$ cat src/rtl/cfr_pkg.sv
// Package for the checksummed frame receiver: parse phases, result kinds,
// buffer size constants and register reset values.
// No dependencies.
`default_nettype none

package cfr_pkg;

  // Payload buffer size; a length byte above this is clamped
  localparam int unsigned MAX_PAYLOAD = 8;
  localparam int unsigned IDX_W       = $clog2(MAX_PAYLOAD);
  localparam int unsigned LEN_W       = 4;   // width of payload_length field
  localparam int unsigned SUM_W       = 16;
  localparam int unsigned WORD_W      = 32;

  // Configuration register file
  localparam int unsigned CFG_NUM   = 8;
  localparam int unsigned CFG_IDX_W = $clog2(CFG_NUM);

  typedef enum logic [CFG_IDX_W-1:0] {
    REG_HEAD1      = 3'd0,
    REG_HEAD2      = 3'd1,
    REG_TAIL1      = 3'd2,
    REG_TAIL2      = 3'd3,
    REG_CODE_INT   = 3'd4,
    REG_CODE_FLOAT = 3'd5,
    REG_CODE_ACK   = 3'd6,
    REG_CODE_COUNT = 3'd7
  } reg_idx_t;

  localparam logic [7:0] CFG_RESET [CFG_NUM] = '{
    8'd170, 8'd85, 8'd13, 8'd10, 8'd0, 8'd1, 8'd2, 8'd3
  };

  // Expected lengths of the recognized frame types
  localparam logic [LEN_W-1:0] LEN_WORD  = LEN_W'(4);
  localparam logic [LEN_W-1:0] LEN_ACK   = LEN_W'(0);
  localparam logic [LEN_W-1:0] LEN_COUNT = LEN_W'(1);

  // Deframer phases
  typedef enum logic [3:0] {
    PH_HEAD1 = 4'd0,
    PH_HEAD2 = 4'd1,
    PH_TYPE  = 4'd2,
    PH_LEN   = 4'd3,
    PH_DATA  = 4'd4,
    PH_SUMHI = 4'd5,
    PH_SUMLO = 4'd6,
    PH_TAIL1 = 4'd7,
    PH_TAIL2 = 4'd8
  } phase_t;

  // Result kinds
  typedef enum logic [2:0] {
    KIND_INT     = 3'd0,
    KIND_FLOAT   = 3'd1,
    KIND_ACK     = 3'd2,
    KIND_COUNT   = 3'd3,
    KIND_SUM_ERR = 3'd4,
    KIND_UNKNOWN = 3'd5
  } kind_t;

endpackage

`default_nettype wire

$ cat src/rtl/checksummed_frame_receiver.sv
// Checksummed frame receiver: byte-serial deframer with a 16-bit sum check.
// Depends on cfr_pkg for phases, result kinds and constants.
`default_nettype none

// One received byte is taken per transaction, one per clock cycle. The
// deframer state and running sum update in the cycle a byte is accepted;
// the frame result is held in an output register. Bytes keep flowing while
// a result waits to be taken; the input stalls only when a stalled result
// is still held and the next byte is the second tail byte that could
// complete another frame. A frame yields exactly one result when its
// second tail byte matches; header or tail mismatches drop back to the
// hunt with no result. Lengths above MAX_PAYLOAD are clamped. The result
// appears in the cycle after the completing byte is accepted.
module checksummed_frame_receiver
  import cfr_pkg::*;
(
  input  wire logic                 clk,
  input  wire logic                 rst,
  // configuration write port
  input  wire logic                 cfg_we,
  input  wire logic [CFG_IDX_W-1:0] cfg_index,
  input  wire logic [7:0]           cfg_data,
  // byte input channel
  input  wire logic                 in_valid,
  output logic                      in_stall,
  input  wire logic [7:0]           rx_byte,
  // result channel
  output logic                      out_valid,
  input  wire logic                 out_stall,
  output logic [2:0]                frame_kind,
  output logic [WORD_W-1:0]         payload_value,
  output logic [7:0]                type_code,
  output logic [LEN_W-1:0]          payload_length,
  output logic [SUM_W-1:0]          sum_computed,
  output logic [SUM_W-1:0]          sum_received
);

  // Configuration registers
  logic [7:0] cfg_regs [CFG_NUM];

  // Deframer state
  phase_t             phase, phase_next;
  logic [7:0]         held_type, held_type_next;
  logic [LEN_W-1:0]   held_length, held_length_next;
  logic [LEN_W-1:0]   payload_index, payload_index_next;
  logic [SUM_W-1:0]   running_sum, running_sum_next;
  logic [SUM_W-1:0]   received_sum, received_sum_next;
  logic [7:0]         payload_store [MAX_PAYLOAD];

  logic               in_fire;
  logic               store_we;
  logic               frame_done;
  logic [LEN_W-1:0]   len_clamped;
  logic [LEN_W-1:0]   index_inc;
  kind_t              kind_calc;
  logic [WORD_W-1:0]  value_calc;
  logic [WORD_W-1:0]  be_word;
  logic               out_valid_next;

  assign in_stall = out_valid && out_stall && (phase == PH_TAIL2);
  assign in_fire  = in_valid && !in_stall;

  // Config writes
  always_ff @(posedge clk) begin
    if (rst) begin
      for (int i = 0; i < CFG_NUM; i++) cfg_regs[i] <= CFG_RESET[i];
    end else if (cfg_we) begin
      cfg_regs[cfg_index] <= cfg_data;
    end
  end

  assign len_clamped = (rx_byte > 8'(MAX_PAYLOAD)) ? LEN_W'(MAX_PAYLOAD)
                                                   : rx_byte[LEN_W-1:0];
  assign index_inc   = payload_index + LEN_W'(1);

  // Next phase and per-byte state updates
  always_comb begin
    phase_next         = phase;
    held_type_next     = held_type;
    held_length_next   = held_length;
    payload_index_next = payload_index;
    running_sum_next   = running_sum;
    received_sum_next  = received_sum;
    store_we           = 1'b0;
    frame_done         = 1'b0;
    if (in_fire) begin
      case (phase)
        PH_HEAD2: begin
          phase_next = (rx_byte == cfg_regs[REG_HEAD2]) ? PH_TYPE : PH_HEAD1;
        end
        PH_TYPE: begin
          held_type_next   = rx_byte;
          running_sum_next = SUM_W'(rx_byte);
          phase_next       = PH_LEN;
        end
        PH_LEN: begin
          held_length_next   = len_clamped;
          payload_index_next = '0;
          running_sum_next   = running_sum + SUM_W'(len_clamped);
          phase_next         = (len_clamped != '0) ? PH_DATA : PH_SUMHI;
        end
        PH_DATA: begin
          store_we           = (payload_index < LEN_W'(MAX_PAYLOAD));
          payload_index_next = index_inc;
          running_sum_next   = running_sum + SUM_W'(rx_byte);
          if (index_inc >= held_length) phase_next = PH_SUMHI;
        end
        PH_SUMHI: begin
          received_sum_next = {rx_byte, 8'h00};
          phase_next        = PH_SUMLO;
        end
        PH_SUMLO: begin
          received_sum_next = {received_sum[15:8], rx_byte};
          phase_next        = PH_TAIL1;
        end
        PH_TAIL1: begin
          phase_next = (rx_byte == cfg_regs[REG_TAIL1]) ? PH_TAIL2 : PH_HEAD1;
        end
        PH_TAIL2: begin
          phase_next = PH_HEAD1;
          frame_done = (rx_byte == cfg_regs[REG_TAIL2]);
        end
        default: begin
          phase_next = (rx_byte == cfg_regs[REG_HEAD1]) ? PH_HEAD2 : PH_HEAD1;
        end
      endcase
    end
  end

  // Frame classification from held state
  assign be_word = {payload_store[0], payload_store[1],
                    payload_store[2], payload_store[3]};

  always_comb begin
    value_calc = '0;
    if (running_sum != received_sum) begin
      kind_calc = KIND_SUM_ERR;
    end else if (held_type == cfg_regs[REG_CODE_INT] && held_length == LEN_WORD) begin
      kind_calc  = KIND_INT;
      value_calc = be_word;
    end else if (held_type == cfg_regs[REG_CODE_FLOAT] && held_length == LEN_WORD) begin
      kind_calc  = KIND_FLOAT;
      value_calc = be_word;
    end else if (held_type == cfg_regs[REG_CODE_ACK] && held_length == LEN_ACK) begin
      kind_calc = KIND_ACK;
    end else if (held_type == cfg_regs[REG_CODE_COUNT] && held_length == LEN_COUNT) begin
      kind_calc  = KIND_COUNT;
      value_calc = WORD_W'(payload_store[0]);
    end else begin
      kind_calc = KIND_UNKNOWN;
    end
  end

  assign out_valid_next = frame_done || (out_valid && out_stall);

  // Control state
  always_ff @(posedge clk) begin
    if (rst) begin
      phase         <= PH_HEAD1;
      held_type     <= '0;
      held_length   <= '0;
      payload_index <= '0;
      running_sum   <= '0;
      received_sum  <= '0;
      out_valid     <= 1'b0;
    end else begin
      phase         <= phase_next;
      held_type     <= held_type_next;
      held_length   <= held_length_next;
      payload_index <= payload_index_next;
      running_sum   <= running_sum_next;
      received_sum  <= received_sum_next;
      out_valid     <= out_valid_next;
    end
  end

  // Payload buffer, no reset
  always_ff @(posedge clk) begin
    if (store_we) payload_store[payload_index[IDX_W-1:0]] <= rx_byte;
  end

  // Result register
  always_ff @(posedge clk) begin
    if (frame_done) begin
      frame_kind     <= kind_calc;
      payload_value  <= value_calc;
      type_code      <= held_type;
      payload_length <= held_length;
      sum_computed   <= running_sum;
      sum_received   <= received_sum;
    end
  end

  // A result can only come from an accepted second tail byte
  a_result_source: assert property (@(posedge clk) disable iff (rst)
    (!out_valid && phase != PH_TAIL2) |=> !out_valid)
    else $error("result raised outside second tail byte");

  // After a new result the deframer is back hunting
  a_hunt_after: assert property (@(posedge clk) disable iff (rst)
    (frame_done) |=> (phase == PH_HEAD1 && out_valid))
    else $error("deframer not back in hunt after frame");

  // Payload counter stays inside the frame length
  a_index_range: assert property (@(posedge clk) disable iff (rst)
    (phase == PH_DATA) |-> (payload_index < held_length))
    else $error("payload index past frame length");

  // Word frames always carry four bytes
  a_word_len: assert property (@(posedge clk) disable iff (rst)
    (out_valid && (frame_kind == KIND_INT || frame_kind == KIND_FLOAT))
      |-> (payload_length == LEN_WORD && sum_computed == sum_received))
    else $error("word frame with bad length or sum");

endmodule

`default_nettype wire

$ cat config.mk
export PLATFORM = sky130hd
export DESIGN_NAME = checksummed_frame_receiver
export DESIGN_NICKNAME = d
export VERILOG_FILES = /design/src/rtl/cfr_pkg.sv /design/src/rtl/checksummed_frame_receiver.sv
export SDC_FILE = /design/constraint.sdc
export NUM_CORES = 1
export LEC_CHECK = 0
export BUFFER_PORTS_ARGS = -buffer_cell sky130_fd_sc_hd__buf_4
export CORE_ASPECT_RATIO = 0.5
export CORE_MARGIN = 1.5
export CORE_UTILIZATION = 64
export CTS_BUF_LIST = sky130_fd_sc_hd__clkbuf_4
export DETAILED_ROUTE_END_ITERATION = 8
export PLACE_DENSITY = 0.86
export SYNTH_ARGS = -nofsm -noshare
export SYNTH_HDL_FRONTEND = slang
export SYNTH_SLANG_ARGS = --single-unit
$ cat constraint.sdc
create_clock -name clk -period 16.1 [get_ports clk]
set_input_delay 4.83 -clock clk [delete_from_list [all_inputs] [get_ports clk]]
set_output_delay 4.83 -clock clk [all_outputs]
set_load 0.05 [all_outputs]
==> metrics list, run 1 <==
- Wire length of the first global-routing pass: 34430 um
- Summing all flip-flop and latch instances after layout gives 0.006316 mm^2.
- Leading post-synthesis cells by instance count: sky130_fd_sc_hd__edfxtp_1 (175), sky130_fd_sc_hd__and2_1 (76), sky130_fd_sc_hd__xor2_1 (60)
- Detailed placer's ending HPWL: 14400 um
* Element type at the critical path start: input pin
- Switch share: 22.94%
- Number of stages on the worst setup path: 4
- With fillers left out, the area of the finished cells amounts to 0.01142 mm^2.
- In the routed layout, each cell is associated on average with a via count of 5.920.
- Setup slack closes at 5.928 ns.
- In this run the critical register-to-register path is launched from phase[2]$_SDFFE_PP0P_.
* Critical path data required time: 11.27 ns
- Worst-path clk slew: 0.08 ns
- Hold-fix buffer count after cts: 0
- The layout has 874 filler cells.
- Of the post-synthesis cell area, the part taken by muxes is 0.8263%.
- Vias after detailed routing: 6743
* Clock tree from TritonCTS: done
- The number of antenna violations at the first check in global routing came to 0.
- Pwr Total: 1.164 mW
- Global routing consumed, over all layers together, 28.22% of the routing resources.
- By area the synthesized netlist is led by sky130_fd_sc_hd__edfxtp_1 (53%), sky130_fd_sc_hd__dfxtp_1 (11%), sky130_fd_sc_hd__xor2_1 (5.3%).
- CTS placed an instance of sky130_fd_sc_hd__clkbuf_4 at the clock tree root.
- Area growth, synth to finish: 16.06%
- Walking the worst path, the cells encountered are buf_4 > nand2_1 > nor2_1 > buf_4.
- Antenna fix cells: 0
* Share of flip-flops with an asynchronous set or reset after synthesis: 0%
- Resized Gates After CTS: 0
- The initial utilization of the core area, before any placement, comes to 66.77%.
* Crit path buf inv count: 2
* Worst setup path category: in -> out
- Final number of hold-violating endpoints: 0
- The H-tree generated during clock tree synthesis spans 2 levels.
* IR Drop Worst-Case VDD: 60.18 uV
* Crit path from: out_stall
* Worst-Margin Slew: 1.348 ns
- The worst pin sits at a relative slew slack of 9.410%.
* Worst slack, placed: 5.927 ns
- Unrepaired setup endpoints after global routing: false
- Switching power of the nets: 267.0 uW
- Syn Area/Cell: 12.60 um^2
* Largest net degree at the start of global routing: 80
- P_int: 896.7 uW
- Std-Cell Rows: 31
* Port Buffers: 104
* Flop and latch count out of synthesis: 228
* Number of ports placed on the die boundary: 105
* Clk_lat worst skew: 0.65 ns
- The detailed router finished its first iteration with 691 violations.
- The most used flip-flop cell after synthesis is sky130_fd_sc_hd__edfxtp_1.
* R2R setup slack: 12.43 ns
- Clock tree skew after final layout: 0.06161 ns
* Synthesized-area fraction occupied by xor and xnor cells: 8.098%
* Share of the yosys chip area belonging to registers: 64.17%
- Of the total synthesized cell area, the portion taken by AND, OR, NAND and NOR gates is 14.84%.
* Clock Power Share: 39.3%
* Chip width: 178.4 um
- The pre-antenna-repair detailed-routing pass consisted of 5 iterations.
- Summing the areas of all compound-gate instances in the mapped netlist gives 8.162% of the synthesized area.
- Fraction of final layout cells with drive strength greater than 1: 21.36%
- Share of total power in combinational logic: 4.7%
- Dominant combinational cell family by area after synthesis: simple AND/OR/NAND/NOR gates
- Number of CTS-inserted buffers: 48
- Floorplan Core Area: 0.01474 mm^2
- Standard cell with the maximum stage delay on the critical path: sky130_fd_sc_hd__buf_4
- At the end of the flow, the number of nets in the layout was 939.
- Cells fill 77.50% of the core in the end.
* Worst path most repeated cell: sky130_fd_sc_hd__buf_4
- Post-CTS Setup Repair Bufs: 0
- No sink is reached through more buffers than the 3 on the longest clock path.
- Yosys printed 0 warnings.
- Height of the chip: 90.69 um
- After global routing the overflow that remains totals 0.
- Worst min-delay path class: reg -> reg
* Total length of routed wires: 22170 um
- Share of synthesized cell area in full adder, half adder and majority cells: 1.856%
* Number of flops mapped to enable cells by yosys: 175
- Synth Net Count: 819
* Area share of the largest cell type after synthesis: 53.39%
* Post-Syn Area: 0.009842 mm^2
- Once detail routing completed, the nets flagged for antenna violations numbered 0.
* Worst setup EP type: output port
- In this run the critical register-to-register path is captured at running_sum[11]$_SDFFE_PP0P_.
- In the synthesized netlist, the number of instances is 781.
* Number of global-route vias before repair: 6479
- Max Cap Viol: 0
- Grouping stages by cell kind, the critical path spends the most delay in buffers and inverters.
- Worst Path Max Fanout: 3
- Counting every sink on the clock net gives 228.
* Fraction of the cycle the final worst path needs: 63.18%
* Setup_tns: 0 ns
* Multi-input combinational cell area: 0.003337 mm^2
* Run status: completed
* Worst Path Arrival: 5.34 ns
- For this run, design rule violations remaining after detail routing come to 0.
* Shortest period the worst path allows: 10.17 ns
- Highest clock frequency the design can meet: 0.09831 GHz
* Worst Setup EP: in_stall
- sky130_fd_sc_hd__edfxtp_1 takes more of the synthesized area than any other cell.
- Library cell with the highest instance count after synthesis: sky130_fd_sc_hd__edfxtp_1
* Placed cell areas: 0.01075 mm^2
- Synth unique cells: 57
* Die outline area: 0.01618 mm^2
- Final routed wire length divided by cell count: 19.46 um
- On the worst path, the slowest cell contributes a delay of 0.22 ns.
- Registers are responsible for 56.0% of the overall power.
- Routability-driven placement finished with a final weighted congestion of 0.9216.
- Setup violators final: 0
- For the worst flop-to-flop path, the logic depth is 10.
- Static power due to leakage: 4.383 nW
- Final slew viol count: 0
- Dividing total power by cell area gives a power density of 101.9 mW/mm^2.
-- placed cells by master (no fill, tap or decap), types with 4 or more instances in the layout --
cell type / instances
sky130_fd_sc_hd__a22oi_1: 11
sky130_fd_sc_hd__nor3_1: 12
sky130_fd_sc_hd__edfxtp_1: 175
sky130_fd_sc_hd__nor4_1: 16
sky130_fd_sc_hd__nand2_1: 38
sky130_fd_sc_hd__o31a_1: 5
sky130_fd_sc_hd__clkbuf_4: 77
sky130_fd_sc_hd__xnor2_1: 31
sky130_fd_sc_hd__nand2b_1: 10
sky130_fd_sc_hd__a22o_1: 8
sky130_fd_sc_hd__mux2i_1: 7
sky130_fd_sc_hd__nor3b_1: 7
sky130_fd_sc_hd__and2_1: 76
sky130_fd_sc_hd__clkinv_1: 7
sky130_fd_sc_hd__or3_1: 17
sky130_fd_sc_hd__nor2_1: 53
sky130_fd_sc_hd__inv_1: 14
sky130_fd_sc_hd__o21ai_0: 24
sky130_fd_sc_hd__o211ai_1: 4
sky130_fd_sc_hd__a211oi_1: 8
sky130_fd_sc_hd__xor2_1: 60
sky130_fd_sc_hd__nand3_1: 11
sky130_fd_sc_hd__buf_4: 107
sky130_fd_sc_hd__ha_1: 13
sky130_fd_sc_hd__dfxtp_1: 53
sky130_fd_sc_hd__a21oi_1: 34
sky130_fd_sc_hd__nand4_1: 9
-- logic make-up after synthesis --
logic type	after synthesis
xor gates and xnor gates	91
buffers and inverters	51
DFF	228
and+or+nand+nor	269
muxes	8
AOI/OAI and AO/OA	120
adders and majority gates	14
-- worst min path at each step --
stage / from / to / slack [ns] / cells after the start
2_1_floorplan: running_sum[8]$_SDFFE_PP0P_ / sum_computed[8]$_DFFE_PP_ / 0.41 / 0
5_1_grt: held_length[2]$_SDFFE_PP0P_ / payload_length[2]$_DFFE_PP_ / 0.49 / 0
4_1_cts: payload_index[3]$_SDFFE_PP0P_ / payload_index[3]$_SDFFE_PP0P_ / 0.49 / 2
3_5_place_dp: received_sum[8]$_SDFFE_PP0P_ / sum_received[8]$_DFFE_PP_ / 0.47 / 0
3_3_place_gp: received_sum[0]$_SDFFE_PP0P_ / sum_received[0]$_DFFE_PP_ / 0.46 / 0
6_report: received_sum[8]$_SDFFE_PP0P_ / sum_received[8]$_DFFE_PP_ / 0.49 / 0
-- power by group through the flow --
| stage | sequential [mW] | combinational (mW) | clock, mW |
|---|---|---|---|
| final | 0.651 | 0.0544 | 0.458 |
| after floorplan | 0.660 | 0.0372 | 0 |
| after CTS | 0.651 | 0.0538 | 0.461 |
| after global placement | 0.664 | 0.0514 | 0 |
| after global routing | 0.653 | 0.0588 | 0.494 |
| after detailed placement | 0.665 | 0.0535 | 0 |
-- routing by layer --
metal	track usage (%)	routed length (um)	part of all wire (%)	vias to the layer above
li1	-	-	-	3095
met3	7.281	2519	11	58
met5	0	0	0	-
met1	39.23	9107	41	3181
met2	43.57	10060	45	409
met4	9.375	484	2.2	0
-- cell type report --
type | instances | share of cell area [%]
inverter | 14 | 0.4601
sequential | 228 | 55.30
tap | 198 | 2.169
clock inverter | 13 | 0.7668
multi-input combinational | 502 | 29.21
clock buffer | 77 | 5.061
timing repair buffer | 107 | 7.033
-- state kept, by name, summed over array words and instances, names as in the netlist --
name and flops:
sum_computed 16, received_sum 16, sum_received 16, out_valid 1, phase 4, held_length 4, frame_kind 3, payload_value 32
payload_length 4, type_code 8, payload_index 4, payload_store 32, cfg_regs 64, running_sum 16, held_type 8
-- through the flow --
| stage | hold WS [ns] | instances |
|---|---|---|
| 2_1_floorplan | 0.4064 | 781 |
| 3_3_place_gp | 0.4626 | 1049 |
| 3_5_place_dp | 0.4701 | 1049 |
| 4_1_cts | 0.4869 | 1139 |
| 5_1_grt | 0.4907 | 1139 |
| 6_report | 0.4908 | 1139 |
No activity file was read; power rests on OpenSTA's default activity.
==> inputs of run 2 (changes only) <==
--- a/config.mk
+++ b/config.mk
@@ -8,10 +8,10 @@
 export BUFFER_PORTS_ARGS = -buffer_cell sky130_fd_sc_hd__buf_4
 export CORE_ASPECT_RATIO = 0.5
 export CORE_MARGIN = 1.5
-export CORE_UTILIZATION = 64
+export CORE_UTILIZATION = 55
 export CTS_BUF_LIST = sky130_fd_sc_hd__clkbuf_4
 export DETAILED_ROUTE_END_ITERATION = 8
-export PLACE_DENSITY = 0.86
+export PLACE_DENSITY = 0.78
 export SYNTH_ARGS = -nofsm -noshare
 export SYNTH_HDL_FRONTEND = slang
 export SYNTH_SLANG_ARGS = --single-unit
==> constraint.sdc (replaced) <==
create_clock -name clk -period 9.3 [get_ports clk]
set_input_delay 2.79 -clock clk [delete_from_list [all_inputs] [get_ports clk]]
set_output_delay 2.79 -clock clk [all_outputs]
set_load 0.05 [all_outputs]
==> run 2 against run 1 <==
  * Routed wire length shrank 3.3%
  * Critical path type unchanged
  * Cell area grew 0.39%
  * Critical endpoint unchanged
  * Utilization shrank 12 points
  * Highest routed layer unchanged
  * Largest cell class unchanged
==> metrics list, run 2 (synthesis gave the netlist of run 1 again) <==
- The routability-driven placement congestion ratio was 0.8877 (-3.7%).
- Initial DRT Pass Iterations: 5 (unchanged)
- Area growth, synth to finish: 16.51%
* Height of the chip: 97.59 um (+7.6%)
- The number of levels in the clock H-tree was 2 (unchanged).
- The wire length of the first global-routing pass is 33800 um (-1.8%).
- The share of layout cells above drive strength 1 came to 21.38% (about the same).
- The total via count in the routed design was 6564 (-2.7%).
- Starting density of the core: 56.43% (-10 points)
* Critical path data required time: 6.51 ns (-4.76 ns)
- CTS root buf: sky130_fd_sc_hd__clkbuf_4
* Worst-Margin Slew: 1.258 ns (-0.09085 ns)
* Final slew viol count: 0 (unchanged)
- The power per standard cell area is 173.2 mW/mm^2 (+70%).
- The worst setup path is captured at an output port.
* Number of DRC violations after detailed routing: 0 (unchanged)
* Layout net count: 942 (+0.32%)
* Element type at the critical path start: input pin
- Detailed placer's ending HPWL: 14500 um (+0.71%)
- Shortest period the worst path allows: 6.092 ns
- Run status: completed
- Worst-path clk slew: 0.08 ns (about the same)
- Die outline area: 0.01875 mm^2 (+16%)
- Flip-flop count of the largest register after layout: 64 (unchanged)
* Worst Path Arrival: 3.30 ns (-2.04 ns)
- The count of max-cap constraint violations is 0 (unchanged).
- The min-delay analysis places its worst path in the category reg -> reg.
* Largest Register: cfg_regs
- Setup violators final: 0 (unchanged)
- The buffer levels on the longest clock path is 3 (unchanged).
- The detail-routed net length per standard cell came to 18.17 um (-6.6%).
* Vias per Instance: 5.563 (-6.0%)
* IR Drop Worst-Case VDD: 75.80 uV (+26%)
* Static power due to leakage: 4.383 nW (about the same)
- Post-CTS Setup Repair Bufs: 0 (unchanged)
- The number of buffers created by CTS came to 50 (+4.2%).
* Unrepaired setup endpoints after global routing: false
- Port Buffers: 104 (unchanged)
- Overall Global Routing Usage: 23.37% (-4.8 points)
- Clock tree skew after final layout: 0.04612 ns (-0.01549 ns)
* Resized Gates After CTS: 0 (unchanged)
- The violation count after the first detailed-route iteration is 469 (-32%).
- The maximum number of pins on one net before global-route repair is 80 (unchanged).
- The least setup slack across all paths after layout came to 3.208 ns (-2.720 ns).
* Floorplan Core Area: 0.01744 mm^2 (+18%)
* Worst setup path category: in -> out
- Fraction of the cycle the final worst path needs: 65.51%
* Number of antenna-violating nets in the routed design: 0 (unchanged)
* Std-Cell Rows: 34 (+9.7%)
- Highest clock frequency the design can meet: 0.1642 GHz
- Worst slack, placed: 3.209 ns (-2.718 ns)
- The final hold violation count was 0 (unchanged).
* Chip width: 192.2 um (+7.7%)
- Hold-fix buffer count after cts: 0 (unchanged)
- Overflow left after global routing: 0 (unchanged)
- Smallest hold slack: 0.4746 ns (-0.01621 ns)
- Remaining max-slew budget at the tightest pin: 15.51% (+6.1 points)
* Num Clock Sinks: 228 (unchanged)
- The total power draw is 1.986 mW (+71%).
* Leading cell types in the layout, fill and taps excluded: sky130_fd_sc_hd__edfxtp_1 (175), sky130_fd_sc_hd__buf_4 (108), sky130_fd_sc_hd__clkbuf_4 (79)
- Number of ports placed on the die boundary: 105 (unchanged)
- Worst Path Max Fanout: 3 (unchanged)
- Clock tree from TritonCTS: done
- Number of global-route vias before repair: 6382 (-1.5%)
* Setup_tns: 0 ns (unchanged)
- The clock latency of the later-clocked register in the worst-skew pair was 0.62 ns (-0.03 ns).
* Total length of routed wires: 21440 um (-3.3%)
- The number of antenna violations at the first check in global routing came to 1 (+1).
* Most frequent standard cell in the layout excluding fill and tap cells: sky130_fd_sc_hd__edfxtp_1
[run 2: final cells by class]
class / instances / area [um^2]
inverters: 14 / 52.55
clock inverters: 14 / 67.56
well taps: 234 / 292.8
fillers: 1315 / 5974
repair buffers: 108 / 810.8
flip-flops and latches: 228 / 6316
diodes: 1 / 2.502
clock buffers: 79 / 593.1
multi-input cells: 502 / 3332
[run 2: power breakdown]
| part | total [mW] | switching, mW | internal (mW) |
|---|---|---|---|
| Clock | 0.764 | 0.374 | 0.389 |
| Sequential | 1.13 | 0.0171 | 1.11 |
| Combinational | 0.0940 | 0.0590 | 0.0350 |
[run 2: worst max-delay path, stage by stage]
cell and delay, ns:
sky130_fd_sc_hd__buf_4 0.08, sky130_fd_sc_hd__nand2_1 0.06, sky130_fd_sc_hd__nor2_1 0.15, sky130_fd_sc_hd__buf_4 0.22
[run 2: worst paths after layout]
| kind | from | endpoint | cells after the start | slack [ns] |
|---|---|---|---|---|
| max | out_stall | in_stall | 4 | 3.21 |
| min | held_length[3]$_SDFFE_PP0P_ | payload_length[3]$_DFFE_PP_ | 0 | 0.47 |
| min reg2reg | held_length[3]$_SDFFE_PP0P_ | payload_length[3]$_DFFE_PP_ | 0 | 0.47 |
| max reg2reg | phase[2]$_SDFFE_PP0P_ | running_sum[15]$_SDFFE_PP0P_ | 10 | 5.35 |
[run 2: layer usage]
layer,global-route usage [%],part of all wire [%]
met1,34.35,46
met3,4.912,8.7
met5,0,0
met4,6.857,1.6
met2,35.09,44
[run 2: per-stage QoR]
stage,utilization [%],area [um^2],std cells
2_1_floorplan,-,9842,781
3_3_place_gp,61.94,10800,1086
3_5_place_dp,61.94,10800,1086
4_1_cts,65.73,11460,1179
5_1_grt,65.75,11470,1180
6_report,65.75,11470,1180
==> inputs of run 3 (changes only) <==
==> constraint.sdc (replaced) <==
create_clock -name clk -period 5.6 [get_ports clk]
set_input_delay 1.68 -clock clk [delete_from_list [all_inputs] [get_ports clk]]
set_output_delay 1.68 -clock clk [all_outputs]
set_load 0.05 [all_outputs]
==> run 3 against run 2 <==
  * Clock power is 74% higher
  * Utilization rose by 0.28 points
  * Clock skew rose by 0.015 ns
  * Highest routed layer unchanged
  * Sequential share of layout area fell by 0.23 points
  * Routed wire length rose by 1.8%
  * Die area unchanged
  * Critical endpoint is now running_sum[15]$_SDFFE_PP0P_
  * Count of clock-buffer cells in the layout grew 2
  * Largest power group unchanged
==> metrics list, run 3 (synthesis gave the netlist of run 1 again) <==
- STA classifies the critical path startpoint as an input pin.
* Most frequent standard cell in the layout excluding fill and tap cells: sky130_fd_sc_hd__edfxtp_1
- The count of max-cap constraint violations was 0 (unchanged).
- Depth of the worst hold-timing path: 0 (unchanged)
- The via count of the first global-routing pass came to 6497 (+1.8%).
* Final routed wire length divided by cell count: 18.45 um (+1.6%)
- Floorplan Core Area: 0.01744 mm^2 (unchanged)
- The maximum resistive drop on vdd came to 144.1 uV (+90%).
- Setup violators final: 0 (unchanged)
- The register with the most flip-flops in the final layout is cfg_regs.
* Wire length of the first global-routing pass: 34310 um (+1.5%)
- The maximum number of pins on one net before global-route repair was 80 (unchanged).
* Port Buffers: 104 (unchanged)
- The number of buffers created by CTS is 50 (unchanged).
* Power per cell area: 292.1 mW/mm^2 (+69%)
- The maximum single-stage delay on the critical path was 0.56 ns (+0.34 ns).
- Area growth, synth to finish: 17.01%
- Clock tree from TritonCTS: done
- The post-CTS setup buffer count was 0 (unchanged).
- The estimated wirelength of the detail-placed design is 14610 um (+0.74%).
- Number of ports placed on the die boundary: 105 (unchanged)
* Cell area after layout: 0.01152 mm^2 (+0.43%)
* Antenna violations before repair: 1 (unchanged)
- Worst-path clk slew: 0.07 ns (about the same)
- The detailed-routing iteration count for the pre-antenna-repair pass is 5 (unchanged).
* Worst path most repeated cell: sky130_fd_sc_hd__nor2_1
- The share of layout cells above drive strength 1 came to 21.84% (+0.46 points).
* Height of the chip: 97.59 um (unchanged)
- The worst setup path is captured at a register.
- The tree is rooted in a sky130_fd_sc_hd__clkbuf_4.
- Walking the worst path, the cells encountered are buf_4 > nor4_1 > and2_1 > nor2_1 > nor2_1 > ha_1 > a211oi_1 > o21bai_1 > a31oi_1 > o21ai_0 > a21oi_1.
- The number of levels in the clock H-tree is 2 (unchanged).
- The final-stage net count came to 945 (+0.32%).
- Flip-flop count of the largest register after layout: 64 (unchanged)
* Crit path buf inv count: 1 (-1)
- Remaining max-slew budget at the tightest pin: 18.21% (+2.7 points)
- Violation count after the first detailed-routing iteration: 508 (+8.3%)
- Worst setup path category: in -> reg
* Highest clock frequency the design can meet: 0.2548 GHz
* Overflow left after global routing: 0 (unchanged)
- Endpoint of the most critical register-to-register path: running_sum[15]$_SDFFE_PP0P_
- Shortest period the worst path allows: 3.925 ns
- The path class of the tightest hold or removal check is reg -> reg.
- The startpoint identified for the worst hold timing path is received_sum[10]$_SDFFE_PP0P_.
- The worst setup slack for register-to-register paths is 1.96 ns (-3.39 ns).
- Num Clock Sinks: 228 (unchanged)
- Final slew viol count: 0 (unchanged)
* Chip width: 192.2 um (unchanged)
* Die outline area: 0.01875 mm^2 (unchanged)
- Number of stages on the worst setup path: 11 (+7)
- Standard cell with the maximum stage delay on the critical path: sky130_fd_sc_hd__a31oi_1
* Vias after detailed routing: 6624 (+0.91%)
- Logic depth of the worst register-to-register path: 9 (-1)
* Unrepaired setup endpoints after global routing: false
* Cell type group with the largest total delay on the critical path: compound AO/OA/AOI/OAI gates
- Endpoint, Worst Hold: sum_received[10]$_DFFE_PP_
- The post-route clock skew was 0.06078 ns (+0.01466 ns).
- The worst register-to-register path begins at phase[2]$_SDFFE_PP0P_.
- Placed cell areas: 0.01082 mm^2 (+0.14%)
- The post-route setup TNS came to 0 ns (unchanged).
* Worst Path Max Fanout: 13 (+10)
- The count of unresolved DRC violations after routing was 0 (unchanged).
- Resized Gates After CTS: 0 (unchanged)
* Total length of routed wires: 21830 um (+1.8%)
- The global-route total usage across every layer came to 23.75% (+0.38 points).
- Static power due to leakage: 4.421 nW (+0.88%)
- Worst Path Arrival: 4.48 ns (+1.18 ns)
- Run status: completed
- In the finished design, the share of the clock period the worst path needs comes to 70.08%.
* Routability congestion estimate from global placement: 0.8983 (+1.2%)
- The mean number of vias per cell is 5.599 (+0.66%).
- The buffer levels on the longest clock path is 3 (unchanged).
* Std-Cell Rows: 34 (unchanged)
- In the layout the commonest cells are sky130_fd_sc_hd__edfxtp_1 (175), sky130_fd_sc_hd__buf_4 (110), sky130_fd_sc_hd__clkbuf_4 (82).
* Final number of hold-violating endpoints: 0 (unchanged)
- Critical path data required time: 6.16 ns (-0.35 ns)
- Clk_lat worst skew: 0.64 ns (+0.02 ns)
* Worst-Margin Slew: 1.227 ns (-0.03081 ns)
- Number of antenna-violating nets in the routed design: 0 (unchanged)
* Hold-fix buffer count after cts: 0 (unchanged)
- The initial standard-cell utilization of the core came to 56.43% (unchanged).
==> run 3: changes by cell type in the layout (fill, tap and decap cells not counted), sizes merged <==
cell      delta
clkinv       -2
clkbuf       +3
buf          +2
bufinv       +1
inv          +1
clkinvlp     -2
==> run 3: final cells by class <==
type | instances | area, um^2
inverters | 14 | 52.55
well taps | 234 | 292.8
repair buffers | 111 | 833.3
clock inverters | 12 | 78.83
multi-input cells | 502 | 3332
fillers | 1299 | 5926
diodes | 1 | 2.502
clock buffers | 81 | 608.1
flip-flops and latches | 228 | 6316
==> run 3: worst max path at each step <==
stage                                startpoint                      endpoint
after floorplan                      rx_byte[1]   frame_kind[0]$_SDFFCE_PP0P_
after global placement               rx_byte[7]  running_sum[13]$_SDFFE_PP0P_
after detailed placement             rx_byte[7]  running_sum[11]$_SDFFE_PP0P_
after CTS                 phase[3]$_SDFFE_PP0P_                      in_stall
after global routing                 rx_byte[7]  running_sum[13]$_SDFFE_PP0P_
final                                rx_byte[7]  running_sum[15]$_SDFFE_PP0P_
==> run 3: power by group <==
part / total, mW / switching (mW) / leakage, nW / internal, mW
Sequential: 1.87 / 0.0299 / 2.13 / 1.84
Clock: 1.33 / 0.629 / 0.414 / 0.704
Combinational: 0.157 / 0.0979 / 1.88 / 0.0592
Total: 3.36 / 0.756 / 4.42 / 2.61
==> run 3: per-layer routing <==
layer,global-route usage [%],part of all wire [%],vias up,routed length (um)
li1,-,-,3111,-
met1,34.16,45,3184,9909
met2,36.33,45,291,9759
met3,4.803,8.3,38,1803
met4,7.573,1.6,0,356
met5,0,0,-,0
==> run 3: worst reg2reg max path, delay by kind of cell, from the launching register on <==
kind | cells | cell delay (ns)
AOI/OAI and AO/OA | 5 | 1.55
and+or+nand+nor | 3 | 1.15
adders and majority gates | 1 | 0.30
DFF | 1 | 0.59
==> run 3: metrics by stage <==
step	util (%)	power [mW]	worst slack [ns]	cells	hold WS (ns)
floorplan	-	2.003	0.3400	781	0.4064
global placement	62.03	2.061	1.318	1088	0.4654
detailed placement	62.03	2.067	1.118	1088	0.4699
CTS	65.97	3.389	1.704	1181	0.4834
global route	66.03	3.497	1.556	1183	0.4986
finish	66.03	3.364	1.675	1183	0.4860
